===== config.mk =====
export PLATFORM = sky130hd
export DESIGN_NAME = vector_min_max_mean
export DESIGN_NICKNAME = d
export VERILOG_FILES = /design/src/sv/vmm_pkg.sv /design/src/sv/vector_min_max_mean.sv /design/src/sv/vmm_front.sv /design/src/sv/vmm_queue.sv /design/src/sv/vmm_divider.sv
export SDC_FILE = /design/constraint.sdc
export NUM_CORES = 2
export LEC_CHECK = 0
export ABC_AREA = 1
export ABC_CLOCK_PERIOD_IN_PS = 10000
export BUFFER_PORTS_ARGS = -buffer_cell sky130_fd_sc_hd__buf_2
export CAP_MARGIN = 25
export CORE_MARGIN = 2
export CORE_UTILIZATION = 50
export CTS_CLUSTER_SIZE = 14
export DETAILED_ROUTE_END_ITERATION = 10
export PLACE_DENSITY = 0.7
export SYNTH_ARGS = -nofsm -noshare
export SYNTH_HDL_FRONTEND = slang
export SYNTH_SLANG_ARGS = --single-unit

===== constraint.sdc =====
create_clock -name clk -period 10 [get_ports clk]
set_input_delay 0.5 -clock clk [delete_from_list [all_inputs] [get_ports clk]]
set_output_delay 0.5 -clock clk [all_outputs]
set_load 0.01 [all_outputs]

===== src/sv/vmm_pkg.sv =====
package vmm_pkg;

  // Element type register layout: bit 0 selects signed, bits 2..1 the size.
  localparam int unsigned TYPE_W = 3;

  localparam logic [1:0] SIZE_8  = 2'd0;
  localparam logic [1:0] SIZE_16 = 2'd1;
  localparam logic [1:0] SIZE_32 = 2'd2;
  localparam logic [1:0] SIZE_64 = 2'd3;

  localparam int unsigned DATA_W  = 64;
  localparam int unsigned FRAC_W  = 16;
  localparam int unsigned COUNT_W = 11;

  typedef enum logic [1:0] {
    DIV_IDLE,
    DIV_RUN,
    DIV_DONE
  } div_state_t;

  // Mask that keeps the low bits of the configured element size.
  function automatic logic [DATA_W-1:0] type_mask(input logic [TYPE_W-1:0] et);
    logic [DATA_W-1:0] m;
    unique case (et[2:1])
      SIZE_8:  m = 64'h0000_0000_0000_00FF;
      SIZE_16: m = 64'h0000_0000_0000_FFFF;
      SIZE_32: m = 64'h0000_0000_FFFF_FFFF;
      SIZE_64: m = 64'hFFFF_FFFF_FFFF_FFFF;
      default: m = 64'hFFFF_FFFF_FFFF_FFFF;
    endcase
    return m;
  endfunction

  // Takes the low bits of a raw sample and sign-extends them for signed types.
  function automatic logic [DATA_W-1:0] read_element(input logic [DATA_W-1:0] raw,
                                                    input logic [TYPE_W-1:0] et);
    logic [DATA_W-1:0] m;
    logic [DATA_W-1:0] v;
    logic              top;
    m = type_mask(et);
    v = raw & m;
    unique case (et[2:1])
      SIZE_8:  top = raw[7];
      SIZE_16: top = raw[15];
      SIZE_32: top = raw[31];
      SIZE_64: top = raw[63];
      default: top = raw[63];
    endcase
    if (et[0] && top) begin
      v = v | ~m;
    end
    return v;
  endfunction

  // Compares two extended elements as signed or unsigned values.
  function automatic logic elem_less(input logic [DATA_W-1:0] a,
                                     input logic [DATA_W-1:0] b,
                                     input logic              sgn);
    logic [DATA_W-1:0] ax;
    logic [DATA_W-1:0] bx;
    ax = {a[DATA_W-1] ^ sgn, a[DATA_W-2:0]};
    bx = {b[DATA_W-1] ^ sgn, b[DATA_W-2:0]};
    return ax < bx;
  endfunction

endpackage


===== src/sv/vector_min_max_mean.sv =====
// Running minimum, maximum and mean over vectors of integers that arrive one
// element per request, read as the type in the element type register. The
// front end takes one element every cycle and updates the accumulators in the
// same cycle; the request that ends a vector hands the totals to a two-entry
// queue, and a bit-serial divider then works out the mean, one quotient bit per
// cycle, and holds the result until it is taken. An empty vector skips the
// division and goes from the idle state straight to done. Elements stream in
// without a pause as long as a queue entry is free; with both entries waiting
// on the divider, the input stalls until it frees one, so vectors shorter than
// the divider time limit the sustained rate to one vector per division.
module vector_min_max_mean import vmm_pkg::*; #(
  parameter int unsigned MAX_LENGTH         = 1024,
  parameter int unsigned MEAN_FRACTION_BITS = 16
) (
  input  logic                     clk,
  input  logic                     rst_n,
  input  logic                     cfg_we,
  input  logic [TYPE_W-1:0]        cfg_wdata,
  input  logic                     in_valid,
  output logic                     in_ready,
  input  logic [DATA_W-1:0]        in_sample,
  input  logic                     in_last_element,
  input  logic                     in_empty_vector,
  output logic                     out_valid,
  input  logic                     out_ready,
  output logic [DATA_W-1:0]        out_minimum,
  output logic [DATA_W-1:0]        out_maximum,
  output logic signed [DATA_W-1:0] out_mean_whole,
  output logic [FRAC_W-1:0]        out_mean_fraction,
  output logic [COUNT_W-1:0]       out_element_count,
  output logic                     out_too_long
);

  localparam int unsigned CNT_W = $clog2(MAX_LENGTH + 1);
  localparam int unsigned JOB_W = 3 * DATA_W + 1 + CNT_W;

  logic              push;
  logic              full;
  logic              pop;
  logic              q_valid;
  logic [JOB_W-1:0]  push_data;
  logic [JOB_W-1:0]  pop_data;

  logic [DATA_W-1:0] f_min, f_max, f_sum;
  logic [CNT_W-1:0]  f_count;
  logic              f_ovf;

  logic [DATA_W-1:0] b_min, b_max, b_sum;
  logic [CNT_W-1:0]  b_count;
  logic              b_ovf;

  // Accumulating front end.
  vmm_front #(
    .MAX_LENGTH (MAX_LENGTH),
    .CNT_W      (CNT_W)
  ) u_front (
    .clk             (clk),
    .rst_n           (rst_n),
    .cfg_we          (cfg_we),
    .cfg_wdata       (cfg_wdata),
    .in_valid        (in_valid),
    .in_ready        (in_ready),
    .in_sample       (in_sample),
    .in_last_element (in_last_element),
    .in_empty_vector (in_empty_vector),
    .job_push        (push),
    .job_full        (full),
    .job_minimum     (f_min),
    .job_maximum     (f_max),
    .job_sum         (f_sum),
    .job_count       (f_count),
    .job_too_long    (f_ovf)
  );

  assign push_data = {f_min, f_max, f_sum, f_ovf, f_count};

  // Finished vectors waiting for the divider.
  vmm_queue #(
    .W (JOB_W)
  ) u_queue (
    .clk       (clk),
    .rst_n     (rst_n),
    .push      (push),
    .push_data (push_data),
    .full      (full),
    .pop       (pop),
    .valid     (q_valid),
    .pop_data  (pop_data)
  );

  assign {b_min, b_max, b_sum, b_ovf, b_count} = pop_data;

  // Mean computation and result register.
  vmm_divider #(
    .MEAN_FRACTION_BITS (MEAN_FRACTION_BITS),
    .CNT_W              (CNT_W)
  ) u_divider (
    .clk               (clk),
    .rst_n             (rst_n),
    .job_valid         (q_valid),
    .job_pop           (pop),
    .job_minimum       (b_min),
    .job_maximum       (b_max),
    .job_sum           (b_sum),
    .job_count         (b_count),
    .job_too_long      (b_ovf),
    .out_valid         (out_valid),
    .out_ready         (out_ready),
    .out_minimum       (out_minimum),
    .out_maximum       (out_maximum),
    .out_mean_whole    (out_mean_whole),
    .out_mean_fraction (out_mean_fraction),
    .out_element_count (out_element_count),
    .out_too_long      (out_too_long)
  );

endmodule


===== src/sv/vmm_front.sv =====
module vmm_front import vmm_pkg::*; #(
  parameter int unsigned MAX_LENGTH = 1024,
  parameter int unsigned CNT_W      = 11
) (
  input  logic                 clk,
  input  logic                 rst_n,
  input  logic                 cfg_we,
  input  logic [TYPE_W-1:0]    cfg_wdata,
  input  logic                 in_valid,
  output logic                 in_ready,
  input  logic [DATA_W-1:0]    in_sample,
  input  logic                 in_last_element,
  input  logic                 in_empty_vector,
  output logic                 job_push,
  input  logic                 job_full,
  output logic [DATA_W-1:0]    job_minimum,
  output logic [DATA_W-1:0]    job_maximum,
  output logic [DATA_W-1:0]    job_sum,
  output logic [CNT_W-1:0]     job_count,
  output logic                 job_too_long
);

  logic [TYPE_W-1:0] type_r;
  logic [DATA_W-1:0] min_r, min_nxt;
  logic [DATA_W-1:0] max_r, max_nxt;
  logic [DATA_W-1:0] sum_r, sum_nxt;
  logic [CNT_W-1:0]  count_r, count_nxt;
  logic              ovf_r, ovf_nxt;

  logic [DATA_W-1:0] elem;
  logic [DATA_W-1:0] mask;
  logic              accept;
  logic              ends_vector;
  logic              has_room;

  // An element needs no queue space, but keeping the rule simple costs little.
  assign in_ready    = ~job_full;
  assign accept      = in_valid & in_ready;
  assign ends_vector = in_empty_vector | in_last_element;
  assign job_push    = accept & ends_vector;

  assign elem     = read_element(in_sample, type_r);
  assign mask     = type_mask(type_r);
  assign has_room = count_r < CNT_W'(MAX_LENGTH);

  // Running statistics including the element on the input.
  always_comb begin
    min_nxt   = min_r;
    max_nxt   = max_r;
    sum_nxt   = sum_r;
    count_nxt = count_r;
    ovf_nxt   = ovf_r;
    if (has_room) begin
      if (count_r == '0) begin
        min_nxt = elem;
        max_nxt = elem;
        sum_nxt = elem;
      end else begin
        sum_nxt = sum_r + elem;
        if (elem_less(elem, min_r, type_r[0])) begin
          min_nxt = elem;
        end
        if (elem_less(max_r, elem, type_r[0])) begin
          max_nxt = elem;
        end
      end
      count_nxt = count_r + CNT_W'(1);
    end else begin
      ovf_nxt = 1'b1;
    end
  end

  // Request to the divider: all zeros for an empty vector.
  always_comb begin
    if (in_empty_vector) begin
      job_minimum  = '0;
      job_maximum  = '0;
      job_sum      = '0;
      job_count    = '0;
      job_too_long = 1'b0;
    end else begin
      job_minimum  = min_nxt & mask;
      job_maximum  = max_nxt & mask;
      job_sum      = sum_nxt;
      job_count    = count_nxt;
      job_too_long = ovf_nxt;
    end
  end

  // Element type register.
  always_ff @(posedge clk) begin
    if (!rst_n) begin
      type_r <= '0;
    end else if (cfg_we) begin
      type_r <= cfg_wdata;
    end
  end

  // Accumulators, cleared when a vector ends.
  always_ff @(posedge clk) begin
    if (!rst_n) begin
      min_r   <= '0;
      max_r   <= '0;
      sum_r   <= '0;
      count_r <= '0;
      ovf_r   <= 1'b0;
    end else if (accept) begin
      if (ends_vector) begin
        min_r   <= '0;
        max_r   <= '0;
        sum_r   <= '0;
        count_r <= '0;
        ovf_r   <= 1'b0;
      end else begin
        min_r   <= min_nxt;
        max_r   <= max_nxt;
        sum_r   <= sum_nxt;
        count_r <= count_nxt;
        ovf_r   <= ovf_nxt;
      end
    end
  end

  // The count never passes the length limit.
  assert property (@(posedge clk) disable iff (!rst_n)
    count_r <= CNT_W'(MAX_LENGTH))
    else $error("element count beyond the length limit");

  // Dropped elements are only seen once the vector is full.
  assert property (@(posedge clk) disable iff (!rst_n)
    ovf_r |-> (count_r == CNT_W'(MAX_LENGTH)))
    else $error("overflow flag set on a vector that is not full");

  // Ending a vector leaves clean accumulators behind.
  assert property (@(posedge clk) disable iff (!rst_n)
    job_push |=> (count_r == '0) && !ovf_r && (sum_r == '0))
    else $error("accumulators not cleared after the end of a vector");

endmodule


===== src/sv/vmm_queue.sv =====
module vmm_queue import vmm_pkg::*; #(
  parameter int unsigned W = 8
) (
  input  logic         clk,
  input  logic         rst_n,
  input  logic         push,
  input  logic [W-1:0] push_data,
  output logic         full,
  input  logic         pop,
  output logic         valid,
  output logic [W-1:0] pop_data
);

  localparam int unsigned DEPTH = 2;

  logic [W-1:0] mem_r [DEPTH];
  logic         wr_ptr_r;
  logic         rd_ptr_r;
  logic [1:0]   fill_r;

  assign full     = fill_r == 2'(DEPTH);
  assign valid    = fill_r != '0;
  assign pop_data = mem_r[rd_ptr_r];

  // Entry storage.
  always_ff @(posedge clk) begin
    if (push) begin
      mem_r[wr_ptr_r] <= push_data;
    end
  end

  // Pointers and fill level.
  always_ff @(posedge clk) begin
    if (!rst_n) begin
      wr_ptr_r <= 1'b0;
      rd_ptr_r <= 1'b0;
      fill_r   <= '0;
    end else begin
      if (push) begin
        wr_ptr_r <= ~wr_ptr_r;
      end
      if (pop) begin
        rd_ptr_r <= ~rd_ptr_r;
      end
      if (push && !pop) begin
        fill_r <= fill_r + 2'd1;
      end else if (pop && !push) begin
        fill_r <= fill_r - 2'd1;
      end
    end
  end

endmodule


===== src/sv/vmm_divider.sv =====
module vmm_divider import vmm_pkg::*; #(
  parameter int unsigned MEAN_FRACTION_BITS = 16,
  parameter int unsigned CNT_W              = 11
) (
  input  logic                     clk,
  input  logic                     rst_n,
  input  logic                     job_valid,
  output logic                     job_pop,
  input  logic [DATA_W-1:0]        job_minimum,
  input  logic [DATA_W-1:0]        job_maximum,
  input  logic [DATA_W-1:0]        job_sum,
  input  logic [CNT_W-1:0]         job_count,
  input  logic                     job_too_long,
  output logic                     out_valid,
  input  logic                     out_ready,
  output logic [DATA_W-1:0]        out_minimum,
  output logic [DATA_W-1:0]        out_maximum,
  output logic signed [DATA_W-1:0] out_mean_whole,
  output logic [FRAC_W-1:0]        out_mean_fraction,
  output logic [COUNT_W-1:0]       out_element_count,
  output logic                     out_too_long
);

  // The dividend is the magnitude of the sum followed by the fraction bits.
  localparam int unsigned QW = DATA_W + MEAN_FRACTION_BITS;
  localparam int unsigned IW = $clog2(QW + 1);
  localparam logic [QW-1:0] FRAC_MASK = (QW'(1) << MEAN_FRACTION_BITS) - QW'(1);

  div_state_t state_r, state_nxt;

  logic [CNT_W-1:0]  rem_r;
  logic [QW-1:0]     qr_r;
  logic [CNT_W-1:0]  den_r;
  logic              neg_r;
  logic [IW-1:0]     iter_r;
  logic [DATA_W-1:0] min_r;
  logic [DATA_W-1:0] max_r;
  logic              ovf_r;
  logic [DATA_W-1:0] whole_r, whole_nxt;
  logic [FRAC_W-1:0] frac_r, frac_nxt;

  logic [CNT_W:0]    trial;
  logic              fits;
  logic [CNT_W-1:0]  rem_step;
  logic [QW-1:0]     qr_step;
  logic [DATA_W-1:0] mag;
  logic [DATA_W-1:0] quot;
  logic [QW-1:0]     frac_all;
  logic              load;

  // One restoring division step per cycle.
  assign trial    = {rem_r, qr_r[QW-1]};
  assign fits     = trial >= {1'b0, den_r};
  assign rem_step = fits ? CNT_W'(trial - {1'b0, den_r}) : CNT_W'(trial);
  assign qr_step  = {qr_r[QW-2:0], fits};

  assign mag = job_sum[DATA_W-1] ? (DATA_W'(0) - job_sum) : job_sum;

  // Split the quotient into the whole part and the saturated fraction.
  always_comb begin
    quot      = DATA_W'(qr_r >> MEAN_FRACTION_BITS);
    frac_all  = qr_r & FRAC_MASK;
    whole_nxt = neg_r ? (DATA_W'(0) - quot) : quot;
    frac_nxt  = (|frac_all[31:16]) ? {FRAC_W{1'b1}} : frac_all[15:0];
  end

  // Sequencer: take a request, iterate unless the count is zero, hold the result until taken.
  always_comb begin
    state_nxt = state_r;
    job_pop   = 1'b0;
    out_valid = 1'b0;
    load      = 1'b0;
    unique case (state_r)
      DIV_IDLE: begin
        if (job_valid) begin
          job_pop = 1'b1;
          load    = 1'b1;
          state_nxt = (job_count == '0) ? DIV_DONE : DIV_RUN;
        end
      end
      DIV_RUN: begin
        if (iter_r == '0) begin
          state_nxt = DIV_DONE;
        end
      end
      DIV_DONE: begin
        out_valid = 1'b1;
        if (out_ready) begin
          state_nxt = DIV_IDLE;
        end
      end
      default: state_nxt = DIV_IDLE;
    endcase
  end

  always_ff @(posedge clk) begin
    if (!rst_n) begin
      state_r <= DIV_IDLE;
    end else begin
      state_r <= state_nxt;
    end
  end

  // Datapath registers.
  always_ff @(posedge clk) begin
    if (load) begin
      min_r   <= job_minimum;
      max_r   <= job_maximum;
      ovf_r   <= job_too_long;
      den_r   <= job_count;
      neg_r   <= job_sum[DATA_W-1];
      rem_r   <= '0;
      qr_r    <= QW'(mag) << MEAN_FRACTION_BITS;
      iter_r  <= IW'(QW);
      whole_r <= '0;
      frac_r  <= '0;
    end else if (state_r == DIV_RUN) begin
      if (iter_r != '0) begin
        rem_r  <= rem_step;
        qr_r   <= qr_step;
        iter_r <= iter_r - IW'(1);
      end else begin
        whole_r <= whole_nxt;
        frac_r  <= frac_nxt;
      end
    end
  end

  assign out_minimum       = min_r;
  assign out_maximum       = max_r;
  assign out_mean_whole    = whole_r;
  assign out_mean_fraction = frac_r;
  assign out_element_count = COUNT_W'(den_r);
  assign out_too_long      = ovf_r;

  // The partial remainder stays below the divisor.
  assert property (@(posedge clk) disable iff (!rst_n)
    (state_r == DIV_RUN) |-> (rem_r < den_r))
    else $error("partial remainder not below the divisor");

  // A zero count never reaches the iteration.
  assert property (@(posedge clk) disable iff (!rst_n)
    (state_r == DIV_RUN) |-> (den_r != '0))
    else $error("division started with a zero count");

  // The step counter never exceeds the dividend width.
  assert property (@(posedge clk) disable iff (!rst_n)
    (state_r == DIV_RUN) |-> (iter_r <= IW'(QW)))
    else $error("division step counter out of range");

endmodule

==> impl_metrics.csv <==
group,metric,value,unit
outcome,status,"finished clean",
power,power.total,0.01381,W
setup_path,required,10.53,ns
setup_path,slowest_delay,0.78,ns
grt,first_global_vias,42730,
clocking,clk_pin_slew,0.06,ns
worst_hold_path,hold_end,"u_front.type_r[2]",
setup_path,reg2reg_to,"u_queue.mem_r[0][87]",
synthesis,netlist-cell-type-count,60,
power,peakVddDrop,0.0002267,V
setup_path,r2r_slack,3.88,ns
clocking,root_buffer,"clkbuf_16",
grt,gr-usage-all-layers,0.3023,
clocking,hold_buffers,0,
die,coreArea,103600,um2
setup_path,path_delay_family,"simple AND/OR/NAND/NOR gates",
cells_and_area,final_nets,7294,
timing,setup_viol,0,
setup_path,crit_path_cell_trace,"nand2_1 > buf_4 > o211ai_1 > nand2_1 > nand2_1 > nand2_1 > o21ai_0 > ha_1 > nand2_1 > nor4b_1 > nand2_1 > a21oi_1 > nor2_1 > nand2_4 > nand2_4 > nand2_1 > nand2_1 > nor2_1",
cells_and_area,syn2layout_area_growth,11.48,%
grt,met3_usage,0.03658,
timing,worst_clock_skew,0.02057,ns
setup_path,r2r_start,"u_front.type_r[1]",
timing,finalHoldViolCount,0,
clocking,h-tree-depth,3,
synthesis,synthTopCellsByArea,"edfxtp_1 35%, nand2_1 15%, dfxtp_1 13%, inv_1 6.1%, ha_1 4.9%",
clocking,clk_latency,0.70,ns
synthesis,yosysTopAreaCellShare,0.3517,
synthesis,synth_area_per_cell,7.680,um2
setup_path,slowest_stage,"nand2_1",
grt,grt_overflow_total,0,
die,die_h,327.5,um
synthesis,yosysSeqAreaShare,0.4772,
synthesis,synth_flop_cell,"edfxtp_1",
setup_path,critPathCaptureType,"register",
die,fp.dieArea,107300,um2
timing,relSlewSlack,0.2475,
timing,rsz0062_at_grt,"no",
synthesis,synth_edf_count,613,
cells_and_area,fillers,9655,
synthesis,synth-async-reset-ratio,0,
setup_path,cp_common_cell,"nand2_1",
job,timing.max_cap.violations,0,
setup_path,rr_worst_depth,18,
timing,tightest_slew,1.129,ns
cells_and_area,regArea,24980,um2
clocking,cts_sinks,941,
route,routedWlPerCell,19.51,um
grt,met2_usage,0.4715,
power,p_leak,25.98,nW
timing,finalSetupTns,0,ns
setup_path,critPathLaunchType,"register",
grt,grt_start_max_net_pins,174,
cells_and_area,layout-drive-gt1-share,0.09567,
power,powerDensity,236.6,nW/um2
route,firstDrtPassIters,8,
placed_design,portBuffers,295,
worst_hold_path,min_path_type,"input port to register",
route,vias,46610,
route,ant_nets,0,
grt,grt.busiest_layer,"met2",
die,ios,296,
setup_path,crit_buf_inv,1,
clocking,cts_setup_buffers,0,
clocking,cts_resized,0,
setup_path,arrival,6.65,ns
die,fp-row-count,118,
synthesis,synth_area,52340,um2
clocking,numCtsBuffers,101,
timing,period_needed,6.115,ns
clocking,clk_path_buf_depth,3,
grt,grt_pass1_wl,251.3,mm
synthesis,ys_ff_latch,941,
die,initial_utilization,0.5050,
timing,timing.final.crit_share,0.6115,
grt,antenna_found_initial,4,
cells_and_area,layout_common_cells,"2,141 x nand2_1, 844 x inv_1, 613 x edfxtp_1",
route,drc,0,
cells_and_area,multi_input_area,22980,um2
die,die_w,327.5,um
setup_path,cp_max_fo,65,
timing,maxSlewViolCount,0,
timing,fmax,163.5,MHz
synthesis,synth_fp_nets,7098,
cells_and_area,layout_commonest_cell,"nand2_1",
grt,met1_usage,0.4228,
route,wl,165.4,mm
route,initialDrtViolationCount,4635,
synthesis,synthCells,6815,
setup_path,critPathKind,"register to register",
synthesis,yosys_warnings,0,
clocking,cts_tree,"done",
placed_design,dpl.hpwl,118.5,mm
worst_hold_path,holdCritStartpoint,"cfg_wdata[2]",
placed_design,gp_congestion,0.9961,
worst_hold_path,hold_depth,3,
synthesis,yosysTopAreaCell,"edfxtp_1",
route,vias_per_cell,5.498,
## cell families after synthesis
group,count (synthesis),synth area share
and+or+nand+nor,3432,0.2698
buffers and inverters,1154,0.08530
AOI/OAI and AO/OA,993,0.1031
DFF,941,0.4772
adders and majority gates,209,0.05025
xor gates and xnor gates,85,0.01422
muxes,1,0.0001913
## Yosys cell counts, types with 28 or more instances
master,number
a21oi_1,478
buf_1,29
buf_2,33
clkbuf_1,199
dfxtp_1,328
edfxtp_1,613
ha_1,207
inv_1,845
inv_2,28
nand2_1,2150
nand3_1,462
nand4_1,51
nor2_1,580
nor3_1,46
o211ai_1,45
o21ai_0,276
o21ai_1,71
o22ai_1,42
or2_2,37
xor2_1,76
## stage by stage
| step | util | setup WS, ns | instance area (um2) | cells | hold slack (ns) |
|---|---|---|---|---|---|
| after detailed placement | 0.5311 | 3.996 | 55040 | 8286 | 0.4408 |
| after global placement | 0.5311 | 4.155 | 55040 | 8286 | 0.4337 |
| final | 0.5629 | 3.885 | 58350 | 8478 | 0.1690 |
| after global routing | 0.5629 | 3.452 | 58340 | 8477 | 0.1411 |
| after CTS | 0.5624 | 4.040 | 58290 | 8475 | 0.1304 |
| after floorplan | - | 3.351 | 52340 | 6815 | 0.4257 |
## tightest hold or removal path: stages
cell     delay [ns]
buf_2          0.12
o21ai_0        0.09
a21oi_1        0.11
## power by group
group / switching, W / leakage (nW) / internal, W / total, W
sequential: 0.000363 / 8.53 / 0.00517 / 0.00553
clock: 0.00160 / 1.58 / 0.00209 / 0.00369
combinational: 0.00334 / 15.9 / 0.00124 / 0.00458
## layer usage
layer	part of all wire	routed length, um
met1	0.43	70510
met3	0.077	12810
met2	0.45	73710
met5	0.00014	23
met4	0.050	8327
## area by class of cell
type,instances,share of cell area
Antenna cell,1,0.00004289
Clock inverter,60,0.008942
Sequential cell,941,0.4281
Clock buffer,129,0.04671
Tap cell,1380,0.02959
Inverter,881,0.05711
Multi-Input combinational cell,4720,0.3939
Timing Repair Buffer,366,0.03555
## worst max-delay path by stage
| stage | from | to | slack [ns] | depth (start not counted) |
|---|---|---|---|---|
| after floorplan | u_queue.fill_r[0] | u_queue.mem_r[1][0] | 3.35 | 6 |
| after global routing | u_front.type_r[1] | u_queue.mem_r[1][176] | 3.45 | 19 |
| after global placement | in_sample[7] | u_queue.mem_r[0][113] | 4.15 | 17 |
| after CTS | u_front.type_r[1] | u_queue.mem_r[1][189] | 4.04 | 18 |
| final | u_front.type_r[1] | u_queue.mem_r[0][87] | 3.88 | 18 |
| after detailed placement | in_sample[7] | u_queue.mem_r[0][117] | 4.00 | 17 |
## flip-flops by register name, summed over array words and instances (netlist names), 16 cells and up, named ones only
name / cells
u_queue.mem_r: 408
u_front.sum_r: 64
u_divider.out_mean_fraction: 16
u_front.min_r: 64
u_front.max_r: 64
u_divider.qr_r: 80
u_divider.out_minimum: 64
u_divider.out_maximum: 64
u_divider.out_mean_whole: 64
Power figures use the tool's default switching activity.
